--- src/rtl/ssr_pkg.sv ---
// Shared types and constants for the stream search-and-replace block.
// No dependencies; every other file imports this package.
package ssr_pkg;

	localparam int MaxWord = 16;
	localparam int IdxW    = $clog2(MaxWord);
	localparam int FillW   = $clog2(MaxWord + 1);

	// configuration register indexes
	typedef enum logic [2:0] {
		REG_PAT_LO  = 3'd0,
		REG_PAT_HI  = 3'd1,
		REG_PAT_LEN = 3'd2,
		REG_REP_LO  = 3'd3,
		REG_REP_HI  = 3'd4,
		REG_REP_LEN = 3'd5
	} reg_idx_t;

	// source of an emitted result
	typedef enum logic [1:0] {
		SRC_REPL = 2'd0,
		SRC_WIN  = 2'd1,
		SRC_MARK = 2'd2
	} src_t;

	typedef enum logic [0:0] {
		OP_CHAR = 1'b0,
		OP_EOL  = 1'b1
	} op_t;

	typedef enum logic [0:0] {
		KIND_CHAR = 1'b0,
		KIND_MARK = 1'b1
	} kind_t;

	typedef struct packed {
		logic load;   // write the accepted character into the window
		logic emit;   // load the output register
		src_t src;
		logic last;
	} ssr_cmd_t;

	typedef struct packed {
		logic out_free;   // output register can take a result this cycle
		logic full;       // window holds pattern-length bytes
		logic match;      // window equals the pattern
		logic repl_last;  // replacement index at its final byte
		logic fill_one;
		logic fill_zero;
	} ssr_status_t;

	// lengths of 0 act as 1, above MaxWord act as MaxWord
	function automatic logic [FillW-1:0] clamp_len(input logic [4:0] v);
		logic [FillW-1:0] r;
		if (v == 5'd0)
			r = FillW'(1);
		else if (v > 5'(MaxWord))
			r = FillW'(MaxWord);
		else
			r = FillW'(v);
		return r;
	endfunction

	function automatic logic [15:0] sat_inc(input logic [15:0] v);
		return (v == 16'hFFFF) ? v : v + 16'd1;
	endfunction

endpackage

--- src/rtl/ssr_ifs.sv ---
// Valid/ready stream interfaces for the input and result channels.
// Depends on ssr_pkg.
interface ssr_in_if import ssr_pkg::*; ();
	logic       valid;
	logic       ready;
	logic       op;
	logic [7:0] text_char;

	modport source (output valid, op, text_char, input ready);
	modport sink   (input valid, op, text_char, output ready);
endinterface

interface ssr_out_if import ssr_pkg::*; ();
	logic        valid;
	logic        ready;
	logic        kind;
	logic [7:0]  out_char;
	logic [15:0] line_replacements;
	logic [15:0] line_length;
	logic        last_of_run;

	modport source (output valid, kind, out_char, line_replacements, line_length,
		last_of_run, input ready);
	modport sink   (input valid, kind, out_char, line_replacements, line_length,
		last_of_run, output ready);
endinterface

--- src/rtl/ssr_datapath.sv ---
// Datapath: config registers, pending window shift line, line counters,
// pattern compare and the output register. Depends on ssr_pkg, ssr_ifs.
module ssr_datapath import ssr_pkg::*; (
	input  logic              clk,
	input  logic              arst_n,
	input  logic              wr_en,
	input  logic [2:0]        wr_index,
	input  logic [63:0]       wr_data,
	input  logic [7:0]        text_char,
	input  ssr_cmd_t          cmd,
	output ssr_status_t       status,
	ssr_out_if.source         dst
);

	logic [MaxWord-1:0][7:0] pat_q;
	logic [MaxWord-1:0][7:0] rep_q;
	logic [FillW-1:0]        plen_q;
	logic [FillW-1:0]        rlen_q;

	logic [7:0]              win_q [MaxWord];
	logic [FillW-1:0]        fill_q;
	logic [IdxW-1:0]         idx_q;
	logic [15:0]             reps_q;
	logic [15:0]             emits_q;

	logic                    ov_q;
	logic                    okind_q;
	logic [7:0]              ochar_q;
	logic [15:0]             oreps_q;
	logic [15:0]             olen_q;
	logic                    olast_q;

	logic [MaxWord-1:0]      byte_ok;
	logic                    out_free;
	logic                    repl_done;
	logic                    char_emit;
	logic [FillW-1:0]        rlen_m1;

	assign out_free  = !ov_q || dst.ready;
	assign rlen_m1   = rlen_q - FillW'(1);
	assign repl_done = cmd.emit && (cmd.src == SRC_REPL) && cmd.last;
	assign char_emit = cmd.emit && (cmd.src != SRC_MARK);

	always_comb begin
		for (int i = 0; i < MaxWord; i++) begin
			byte_ok[i] = (FillW'(i) >= plen_q) || (win_q[i] == pat_q[i]);
		end
	end

	assign status.out_free  = out_free;
	assign status.full      = fill_q >= plen_q;
	assign status.match     = &byte_ok;
	assign status.repl_last = idx_q == rlen_m1[IdxW-1:0];
	assign status.fill_one  = fill_q == FillW'(1);
	assign status.fill_zero = fill_q == '0;

	// configuration
	always_ff @(posedge clk or negedge arst_n) begin
		if (!arst_n) begin
			pat_q  <= '0;
			rep_q  <= '0;
			plen_q <= FillW'(1);
			rlen_q <= FillW'(1);
		end else if (wr_en) begin
			case (wr_index)
				REG_PAT_LO:  pat_q[7:0]  <= wr_data;
				REG_PAT_HI:  pat_q[15:8] <= wr_data;
				REG_PAT_LEN: plen_q      <= clamp_len(wr_data[4:0]);
				REG_REP_LO:  rep_q[7:0]  <= wr_data;
				REG_REP_HI:  rep_q[15:8] <= wr_data;
				REG_REP_LEN: rlen_q      <= clamp_len(wr_data[4:0]);
				default: ;
			endcase
		end
	end

	// window contents need no reset: only entries below fill are read
	always_ff @(posedge clk) begin
		if (cmd.load) begin
			win_q[fill_q[IdxW-1:0]] <= text_char;
		end else if (cmd.emit && cmd.src == SRC_WIN) begin
			for (int i = 0; i < MaxWord - 1; i++) begin
				win_q[i] <= win_q[i+1];
			end
		end
	end

	always_ff @(posedge clk or negedge arst_n) begin
		if (!arst_n) begin
			fill_q  <= '0;
			idx_q   <= '0;
			reps_q  <= '0;
			emits_q <= '0;
		end else begin
			if (wr_en && wr_index == REG_PAT_LEN)
				fill_q <= '0;
			else if (cmd.load)
				fill_q <= fill_q + FillW'(1);
			else if (cmd.emit && cmd.src == SRC_WIN)
				fill_q <= fill_q - FillW'(1);
			else if (repl_done)
				fill_q <= '0;

			if (repl_done)
				idx_q <= '0;
			else if (cmd.emit && cmd.src == SRC_REPL)
				idx_q <= idx_q + IdxW'(1);

			if (cmd.emit && cmd.src == SRC_MARK) begin
				reps_q  <= '0;
				emits_q <= '0;
			end else begin
				if (char_emit)
					emits_q <= sat_inc(emits_q);
				if (repl_done)
					reps_q <= sat_inc(reps_q);
			end
		end
	end

	// output register
	always_ff @(posedge clk or negedge arst_n) begin
		if (!arst_n) begin
			ov_q <= 1'b0;
		end else if (cmd.emit) begin
			ov_q <= 1'b1;
		end else if (dst.ready) begin
			ov_q <= 1'b0;
		end
	end

	always_ff @(posedge clk) begin
		if (cmd.emit) begin
			olast_q <= cmd.last;
			case (cmd.src)
				SRC_REPL: begin
					okind_q <= KIND_CHAR;
					ochar_q <= rep_q[idx_q];
					oreps_q <= '0;
					olen_q  <= '0;
				end
				SRC_WIN: begin
					okind_q <= KIND_CHAR;
					ochar_q <= win_q[0];
					oreps_q <= '0;
					olen_q  <= '0;
				end
				default: begin
					okind_q <= KIND_MARK;
					ochar_q <= '0;
					oreps_q <= reps_q;
					olen_q  <= emits_q;
				end
			endcase
		end
	end

	assign dst.valid             = ov_q;
	assign dst.kind              = okind_q;
	assign dst.out_char          = ochar_q;
	assign dst.line_replacements = oreps_q;
	assign dst.line_length       = olen_q;
	assign dst.last_of_run       = olast_q;

endmodule

--- src/rtl/ssr_ctrl.sv ---
// Controller: sequences window load, match decision, replacement burst,
// end-of-line flush and marker. Depends on ssr_pkg.
module ssr_ctrl import ssr_pkg::*; (
	input  logic        clk,
	input  logic        arst_n,
	input  logic        in_valid,
	input  logic        in_op,
	output logic        in_ready,
	input  ssr_status_t status,
	output ssr_cmd_t    cmd
);

	typedef enum logic [4:0] {
		S_IDLE  = 5'b00001,
		S_CHECK = 5'b00010,
		S_REPL  = 5'b00100,
		S_FLUSH = 5'b01000,
		S_MARK  = 5'b10000
	} state_t;

	state_t state_q, state_d;

	always_comb begin
		state_d  = state_q;
		in_ready = 1'b0;
		cmd      = '{load: 1'b0, emit: 1'b0, src: SRC_WIN, last: 1'b0};
		case (state_q)
			S_IDLE: begin
				in_ready = 1'b1;
				if (in_valid) begin
					if (in_op == OP_CHAR) begin
						cmd.load = 1'b1;
						state_d  = S_CHECK;
					end else begin
						state_d = status.fill_zero ? S_MARK : S_FLUSH;
					end
				end
			end
			S_CHECK: begin
				if (!status.full) begin
					state_d = S_IDLE;
				end else if (status.match) begin
					state_d = S_REPL;
				end else if (status.out_free) begin
					cmd.emit = 1'b1;
					cmd.src  = SRC_WIN;
					cmd.last = 1'b1;
					state_d  = S_IDLE;
				end
			end
			S_REPL: begin
				if (status.out_free) begin
					cmd.emit = 1'b1;
					cmd.src  = SRC_REPL;
					cmd.last = status.repl_last;
					if (status.repl_last)
						state_d = S_IDLE;
				end
			end
			S_FLUSH: begin
				if (status.out_free) begin
					cmd.emit = 1'b1;
					cmd.src  = SRC_WIN;
					if (status.fill_one)
						state_d = S_MARK;
				end
			end
			S_MARK: begin
				if (status.out_free) begin
					cmd.emit = 1'b1;
					cmd.src  = SRC_MARK;
					cmd.last = 1'b1;
					state_d  = S_IDLE;
				end
			end
			default: state_d = S_IDLE;
		endcase
	end

	always_ff @(posedge clk or negedge arst_n) begin
		if (!arst_n) begin
			state_q <= S_IDLE;
		end else begin
			state_q <= state_d;
		end
	end

endmodule

--- src/rtl/stream_search_replace.sv ---
// Top level of the streaming search-and-replace block.
// Depends on ssr_pkg, ssr_ifs, ssr_ctrl, ssr_datapath.
//
//  channel    dir  handshake      payload
//  text_in    in   valid/ready    op, text_char
//  text_out   out  valid/ready    kind, out_char, line_replacements,
//                                 line_length, last_of_run
//  wr_*       in   wr_en only     wr_index, wr_data (64 bits)
//
// A character is accepted, then compared against the window; a match then
// emits the replacement bytes in turn. End of line is accepted, then the
// pending bytes and the marker are emitted.
// Input is taken only while the controller is idle; a full output register
// that is not drained stalls emission. Reset is asynchronous, active low,
// and leaves an empty window with zeroed line counters.
module stream_search_replace import ssr_pkg::*; (
	input  logic        clk,
	input  logic        arst_n,
	ssr_in_if.sink      text_in,
	ssr_out_if.source   text_out,
	input  logic        wr_en,
	input  logic [2:0]  wr_index,
	input  logic [63:0] wr_data
);

	ssr_cmd_t    cmd;
	ssr_status_t status;

	ssr_ctrl u_ctrl (
		.clk      (clk),
		.arst_n   (arst_n),
		.in_valid (text_in.valid),
		.in_op    (text_in.op),
		.in_ready (text_in.ready),
		.status   (status),
		.cmd      (cmd)
	);

	ssr_datapath u_dp (
		.clk       (clk),
		.arst_n    (arst_n),
		.wr_en     (wr_en),
		.wr_index  (wr_index),
		.wr_data   (wr_data),
		.text_char (text_in.text_char),
		.cmd       (cmd),
		.status    (status),
		.dst       (text_out)
	);

endmodule

--- src/flat_wrapper.sv ---
// flat-port wrapper written by rule: the top's interface ports become plain ports
module stream_search_replace_flat import ssr_pkg::*;
  (clk, arst_n, wr_en, wr_index, wr_data, text_in_valid, text_in_op, text_in_text_char, text_in_ready, text_out_valid, text_out_kind, text_out_out_char, text_out_line_replacements, text_out_line_length, text_out_last_of_run, text_out_ready);
  ssr_in_if text_in_i ();
  ssr_out_if text_out_i ();
  input  logic clk;
  input  logic arst_n;
  input  logic wr_en;
  input  logic [2:0] wr_index;
  input  logic [63:0] wr_data;
  input wire logic [$bits(text_in_i.valid)-1:0] text_in_valid;
  input wire logic [$bits(text_in_i.op)-1:0] text_in_op;
  input wire logic [$bits(text_in_i.text_char)-1:0] text_in_text_char;
  output wire logic [$bits(text_in_i.ready)-1:0] text_in_ready;
  output wire logic [$bits(text_out_i.valid)-1:0] text_out_valid;
  output wire logic [$bits(text_out_i.kind)-1:0] text_out_kind;
  output wire logic [$bits(text_out_i.out_char)-1:0] text_out_out_char;
  output wire logic [$bits(text_out_i.line_replacements)-1:0] text_out_line_replacements;
  output wire logic [$bits(text_out_i.line_length)-1:0] text_out_line_length;
  output wire logic [$bits(text_out_i.last_of_run)-1:0] text_out_last_of_run;
  input wire logic [$bits(text_out_i.ready)-1:0] text_out_ready;
  assign text_in_i.valid = text_in_valid;
  assign text_in_i.op = text_in_op;
  assign text_in_i.text_char = text_in_text_char;
  assign text_in_ready = text_in_i.ready;
  assign text_out_valid = text_out_i.valid;
  assign text_out_kind = text_out_i.kind;
  assign text_out_out_char = text_out_i.out_char;
  assign text_out_line_replacements = text_out_i.line_replacements;
  assign text_out_line_length = text_out_i.line_length;
  assign text_out_last_of_run = text_out_i.last_of_run;
  assign text_out_i.ready = text_out_ready;
  stream_search_replace u_core (.clk(clk), .arst_n(arst_n), .text_in(text_in_i), .text_out(text_out_i), .wr_en(wr_en), .wr_index(wr_index), .wr_data(wr_data));
endmodule
--- config.mk ---
export PLATFORM = sky130hd
export DESIGN_NAME = stream_search_replace_flat
export DESIGN_NICKNAME = d
export VERILOG_FILES = /design/src/rtl/ssr_pkg.sv /design/src/rtl/ssr_ifs.sv /design/src/rtl/ssr_datapath.sv /design/src/rtl/ssr_ctrl.sv /design/src/rtl/stream_search_replace.sv /design/src/flat_wrapper.sv
export SDC_FILE = /design/constraint.sdc
export NUM_CORES = 1
export LEC_CHECK = 0
export BUFFER_PORTS_ARGS = -buffer_cell sky130_fd_sc_hd__buf_2
export CORE_ASPECT_RATIO = 1.2
export CORE_MARGIN = 3
export CORE_UTILIZATION = 35
export CTS_CLUSTER_DIAMETER = 40
export DETAILED_ROUTE_END_ITERATION = 12
export PLACE_DENSITY = 0.48
export SKIP_CTS_REPAIR_TIMING = 1
export SKIP_LAST_GASP = 1
export SYNTH_ARGS = -nofsm -noshare
export SYNTH_HDL_FRONTEND = slang
export SYNTH_HIERARCHICAL = 1
export SYNTH_SLANG_ARGS = --single-unit
--- constraint.sdc ---
create_clock -name clk -period 18.4 [get_ports clk]
set_clock_uncertainty 0.1 [all_clocks]
set_input_delay 3.68 -clock clk [delete_from_list [all_inputs] [get_ports clk]]
set_output_delay 3.68 -clock clk [all_outputs]
set_load 0.005 [all_outputs]
* Yosys cells after proc, flatten, opt, wreduce, memory -nomap -nowiden
Memories as Yosys holds them, arrays and structs flattened.
Cells that the tools add are included.
** Storage, ports and cells
- Flip-flop bits (word level) :: 354
- Bits in latches :: 0
- Memory bits (writable) :: 128
- ROM bits :: 0
- Input bits :: 81
- Output and inout bits :: 44
- Logic and storage cells :: 207
- Memories kept :: 1
** Memory list
- u_core.u_dp.win_q :: words 16, bits a word 8, rd ports 16, clocked after Yosys merged registers in 0, wr ports 15, RTL line ssr_datapath.sv:20 : logic [7:0] win_q [MaxWord];
** Operators by class
- $add $sub $neg :: 6
- Multiply operators :: 0
- Div/mod/pow operators :: 0
- $lt $le $gt $ge :: 19
- Equal/unequal tests :: 40
- Shift-type cells :: 0
- Muxes and demuxes :: 51
- Bitwise gates (word level) :: 0
- Reductions and logical operators :: 45
** Operators by type and width (count)
- $eq 8x8->1 :: 16
- $mux 16 :: 6
- $mux 5 :: 16
- $ge 4x5->1 const A :: 8
- $add 16x1->16 const B :: 2
- $bmux 8 s4 :: 1
- $eq 16x16->1 const B :: 2
- $mux 4 :: 8
- $pmux 5 s5 :: 1
- $ge 3x5->1 const A :: 4
- $logic_or 1x1->1 :: 17
- $mux 8 :: 2
- $pmux 8 s2 :: 1
- $reduce_and 16->1 :: 1
- $reduce_and 2->1 :: 8
- $ne 2x2->1 const B :: 7
- $mux 1 :: 13
- $pmux 3 s4 :: 1
- $eq 5x1->1 const B :: 2
- $ge 1x5->1 const A :: 2
- $ge 2x5->1 const A :: 2
- $logic_not 5->1 :: 2
- $reduce_bool 2->1 :: 4
- $reduce_or 8->1 :: 1
- 27 further kinds :: 34

* Logic depth before layout (Yosys ltp)
- Depth after elaboration :: 13
- Gate-level depth with buffers :: 18

* Cells and area by module
Netlist, hierarchy kept.
** By module, submodules not included
- ssr_datapath :: times used 1, cells each 1654, area each 21423.0 µm², seq. area each 12789.8 µm²
- ssr_ctrl :: times used 1, cells each 55, area each 440.4 µm², seq. area each 126.4 µm²

* Worst setup path before layout
Ideal clock, no wire load.
- Path type :: in2reg
- Start point :: input port text_out_ready
- End point :: memory u_core.u_dp.win_q[0][0] (enable)
- Library setup time :: 0.329 ns
- Arrival time :: 8.825 ns
- Required time :: 17.971 ns
- Path slack :: 9.146 ns
- Stages :: 10
- Cells stage by stage :: nand2b_1 -> buf_4 -> a21boi_0 -> buf_2 -> nand3_1 -> or2_2 -> buf_2 -> buf_2 -> buf_1 -> nand2_1
** RTL lines
- start, declared :: RTL line flat_wrapper.sv:21 : input wire logic [$bits(text_out_i.ready)-1:0] text_out_ready;
- end, declared :: RTL line ssr_datapath.sv:20

==> results summary <==
After clock tree synthesis, the clock-pin slew on the worst setup and hold paths is 0.05 ns. The area of the core came out at a little over 60,000 sq um. In this run the critical register-to-register path is launched from u_core/u_dp/win_q[5][1]. The ratio of total power to cell area came out at between 100 and 150 nW/um^2. The final setup violation count came out at 0.

The number of nets in the final layout is approximately 1,900. The total number of vias is 13,700. The number of antenna violations at the first check in global routing came to 5. The combinational fraction of design power came out at 17.8%. The mean number of vias per cell is approximately 5.

Yosys instantiated no cell more often than nand2_1. The detailed-route wire length per cell came out at 22.6 microns. The worst setup path is captured at a register. Among all flip-flop cells after synthesis, the most frequent one is dfrtp_1. The maximum root-to-sink buffer count is 3. Dividing the final minimum period by the clock period gives 36.0%. The number of register bits inferred by synthesis is 482. From left edge to right edge, the die measures 234 microns.

At the pin with the least slew margin, the transition time is between 1 and 1.5 ns. For this design, the sink count on the clock tree is 482. In the post-synthesis netlist, the biggest area contributors are dfrtp_1 (35%), edfxtp_1 (23%), mux2_2 (13%).

The required time of the worst setup path came out at roughly 19 ns. The setup slack of the worst register-to-register path came out at 13.15 ns. Setup repair after global routing left no endpoint under its margin. In this run the most critical hold path is launched from u_core/u_dp/rlen_q[3]. Counting every net in the synthesized netlist gives 1,804. The minimum period implied by the final worst setup slack came out at approximately 6.6 ns. The number of pins with negative max-slew slack in the final report is 0. The cell count after synthesis came out at between 1,500 and 2,000. The DRC violations left is 0. The number of buffers created by CTS came out at between 70 and 80.

The worst ir drop on vdd is 0.0665 mV. The arrival time at the worst endpoint is 6.95 ns. The final global-route overflow total is 0. Of all cell types, the one taking the most synthesized area is dfrtp_1. The share of cells above drive strength 1 came out at 30.5%. TritonCTS built the clock tree. The fraction of synthesis flops using an asynchronous set or reset pin came out at 64.7%.

The detailed placer's ending HPWL came out at ~43,000 microns. The clock power share came out at 39.9%. The worst hold path belongs to the class register to register. The leakage power is about 11 nW. 125 I/O pins were placed. The worst relative slew slack came out at 32.7%.

The setup path with the least slack is of type input pin to register. The count of different cell masters after synthesis is 66. Input and output buffers added on the ports amount to around 120. The beginning of the critical path is text_out_ready. The yosys synthesis warning count is 6. The internal power of the cells is between 2 and 3 mW. The hold violation count in the final report is 0. The fraction of synthesized cell area taken by the top area cell type came out at 35.4%. The maximum number of pins on one net before global-route repair is about 150.

The cell sitting at the root of the clock tree is a clkbuf_16. The first global-routing pass estimated approximately 90,000 microns of wire. The vertical extent of the die is 280 microns. The proportion of total power due to net switching is between 20 and 30%. The placer congestion estimate came out at ~0.8. The H-tree level count is 3. The mapped netlist covers 21,900 sq um. The number of DRC markers in iteration 0 is around 990. The run finished with clean final reports. The count of filler cells inserted in the layout came out at 5,791.

The effective utilization at floorplan came out at 35.7%. The count of flip-flops with a built-in enable after synthesis came out at 170. The kind of start point of the critical path is an input pin. The total negative setup slack is 0 ns. The total of max-cap violations came out at 0. The commonest cells after synthesis are nand2_1 (327), dfrtp_1 (309), mux2_2 (257). The count of nets left with antenna violations once routing finished came out at 0. The area growth from synthesis to final layout is 18.2%. The number of global-route vias before repair is 14,300. The first detailed-routing pass took 5 iterations. The number of placement rows came out at 99. The die footprint came out at ~66,000 sq um.

The maximum operating frequency is 0.151 GHz. The switching power summed over all nets came out at 1.04 mW. The final core utilization came out at 42.2%.

The clock latency on the worst-skew pair is 0.61 ns. The total wire length is 61,200 microns. The total routing usage reported by global routing came out at around a fifth.

The average instance in the mapped netlist occupies 12.8 sq um. The register area share after synthesis came out at 59.1%. Per report_power, the sequential group accounts for 42.3% of the total. The maximum net fanout on the critical path came out at 26.
==> path summary, 6_finish.rpt <==
| kind | endpoint | cells after the start |
|---|---|---|
| setup / recovery | u_core/u_dp/win_q[0][3] | 7 |
| hold / removal | u_core/u_dp/rlen_q[3] | 2 |
| setup reg to reg | u_core/u_dp/emits_q[0] | 16 |
| hold reg to reg | u_core/u_dp/rlen_q[3] | 2 |
| max in group asynchronous | u_core/u_dp/pat_q[63] | 3 |
| min in group asynchronous | u_core/u_dp/rep_q[70] | 1 |
==> area by class of cell <==
cell class                 count  area (sq um)  area share, %
clock inverter                43           463           1.79
clock buffer                  93          2100           8.12
inverter                      15          56.3          0.218
tap                          808          1010           3.91
antenna                        5          12.5         0.0484
sequential                   482         12900           50.0
multi-input combinational   1127          8550           33.1
timing repair buffer         137           741           2.87
==> cell families (layout without fill, tap and decap cells) <==
group	count (synthesis)	after routing	share of synthesized area (%)
DFF	482	482	59.1
AOI/OAI and AO/OA	102	102	3.12
xor gates and xnor gates	168	168	6.73
adders and majority gates	14	14	0.801
other	0	5	0
and+or+nand+nor	552	552	11.6
buffers and inverters	100	288	2.04
muxes	291	291	16.6
==> state kept, by name, indices dropped and copies added (netlist names) <==
signal                             count
u_core/u_dp/rlen_q                     4
u_core/u_dp/fill_q                     5
u_core/u_dp/dst.line_replacements     16
u_core/u_dp/dst.last_of_run            1
u_core/u_dp/dst.kind                   1
u_core/u_dp/dst.valid                  1
u_core/u_dp/reps_q                    16
u_core/u_dp/idx_q                      4
u_core/u_dp/dst.out_char               8
u_core/u_dp/emits_q                   16
u_core/u_dp/win_q                    128
u_core/u_dp/plen_q                     5
u_core/u_dp/dst.line_length           16
u_core/u_ctrl/state_q                  5
u_core/u_dp/rep_q                    128
u_core/u_dp/pat_q                    128
==> worst max-delay path, stage by stage <==
cell	delay, ns
buf_2	0.07
nand2b_1	0.32
nand3_1	0.78
nand3_1	0.53
or2_2	0.55
nand2_1	0.74
nand2_1	0.24
==> cell usage in the layout, fill, tap and decap left out, types with 7 or more instances in the layout <==
cell type	netlist	final
a21oi_1	29	29
a22oi_1	20	20
and2_1	38	38
and3_1	8	8
buf_2	41	123
buf_4	5	12
clkbuf_16	0	78
clkbuf_8	0	9
clkinv_2	0	8
clkinv_4	0	8
clkinvlp_4	0	7
dfrtp_1	309	308
edfxtp_1	170	170
ha_1	14	14
inv_1	15	15
inv_6	0	10
mux2_2	257	257
mux4_2	32	32
nand2_1	327	327
nand2b_1	9	9
nand3_1	22	21
nand4_1	20	20
nor2_1	55	54
nor3_1	9	9
nor4_1	30	30
o21ai_0	21	21
xnor2_1	30	30
xor2_1	138	138
==> power groups by stage <==
| stage | registers (mW) | logic, mW | clock network [mW] |
|---|---|---|---|
| 6_report | 1.52 | 0.640 | 1.43 |
| 5_1_grt | 1.54 | 0.711 | 1.52 |
| 4_1_cts | 1.52 | 0.647 | 1.47 |
| 3_5_place_dp | 1.54 | 0.644 | 0 |
| 3_3_place_gp | 1.53 | 0.632 | 0 |
| 2_1_floorplan | 1.47 | 0.468 | 0 |
==> per-layer routing <==
| metal | vias up | track usage [%] | part of all wire, % |
|---|---|---|---|
| li1 | 6297 | - | - |
| met1 | 6985 | 24.2 | 42 |
| met2 | 346 | 31.5 | 49 |
| met3 | 92 | 3.94 | 5.4 |
| met4 | 0 | 6.96 | 2.9 |
| met5 | - | 0 | 0 |
==> metrics by stage <==
stage	area, sq um	total power, mW	hold WS (ns)	std cells	setup WS (ns)
5_1_grt	25800	3.77	0.407	2705	11.53
6_report	25800	3.59	0.400	2710	11.78
3_5_place_dp	23300	2.18	0.390	2569	11.23
3_3_place_gp	23300	2.17	0.383	2569	11.33
2_1_floorplan	21900	1.94	0.370	1709	9.15
4_1_cts	25800	3.64	0.403	2705	11.85
Power figures use the tool's default switching activity.
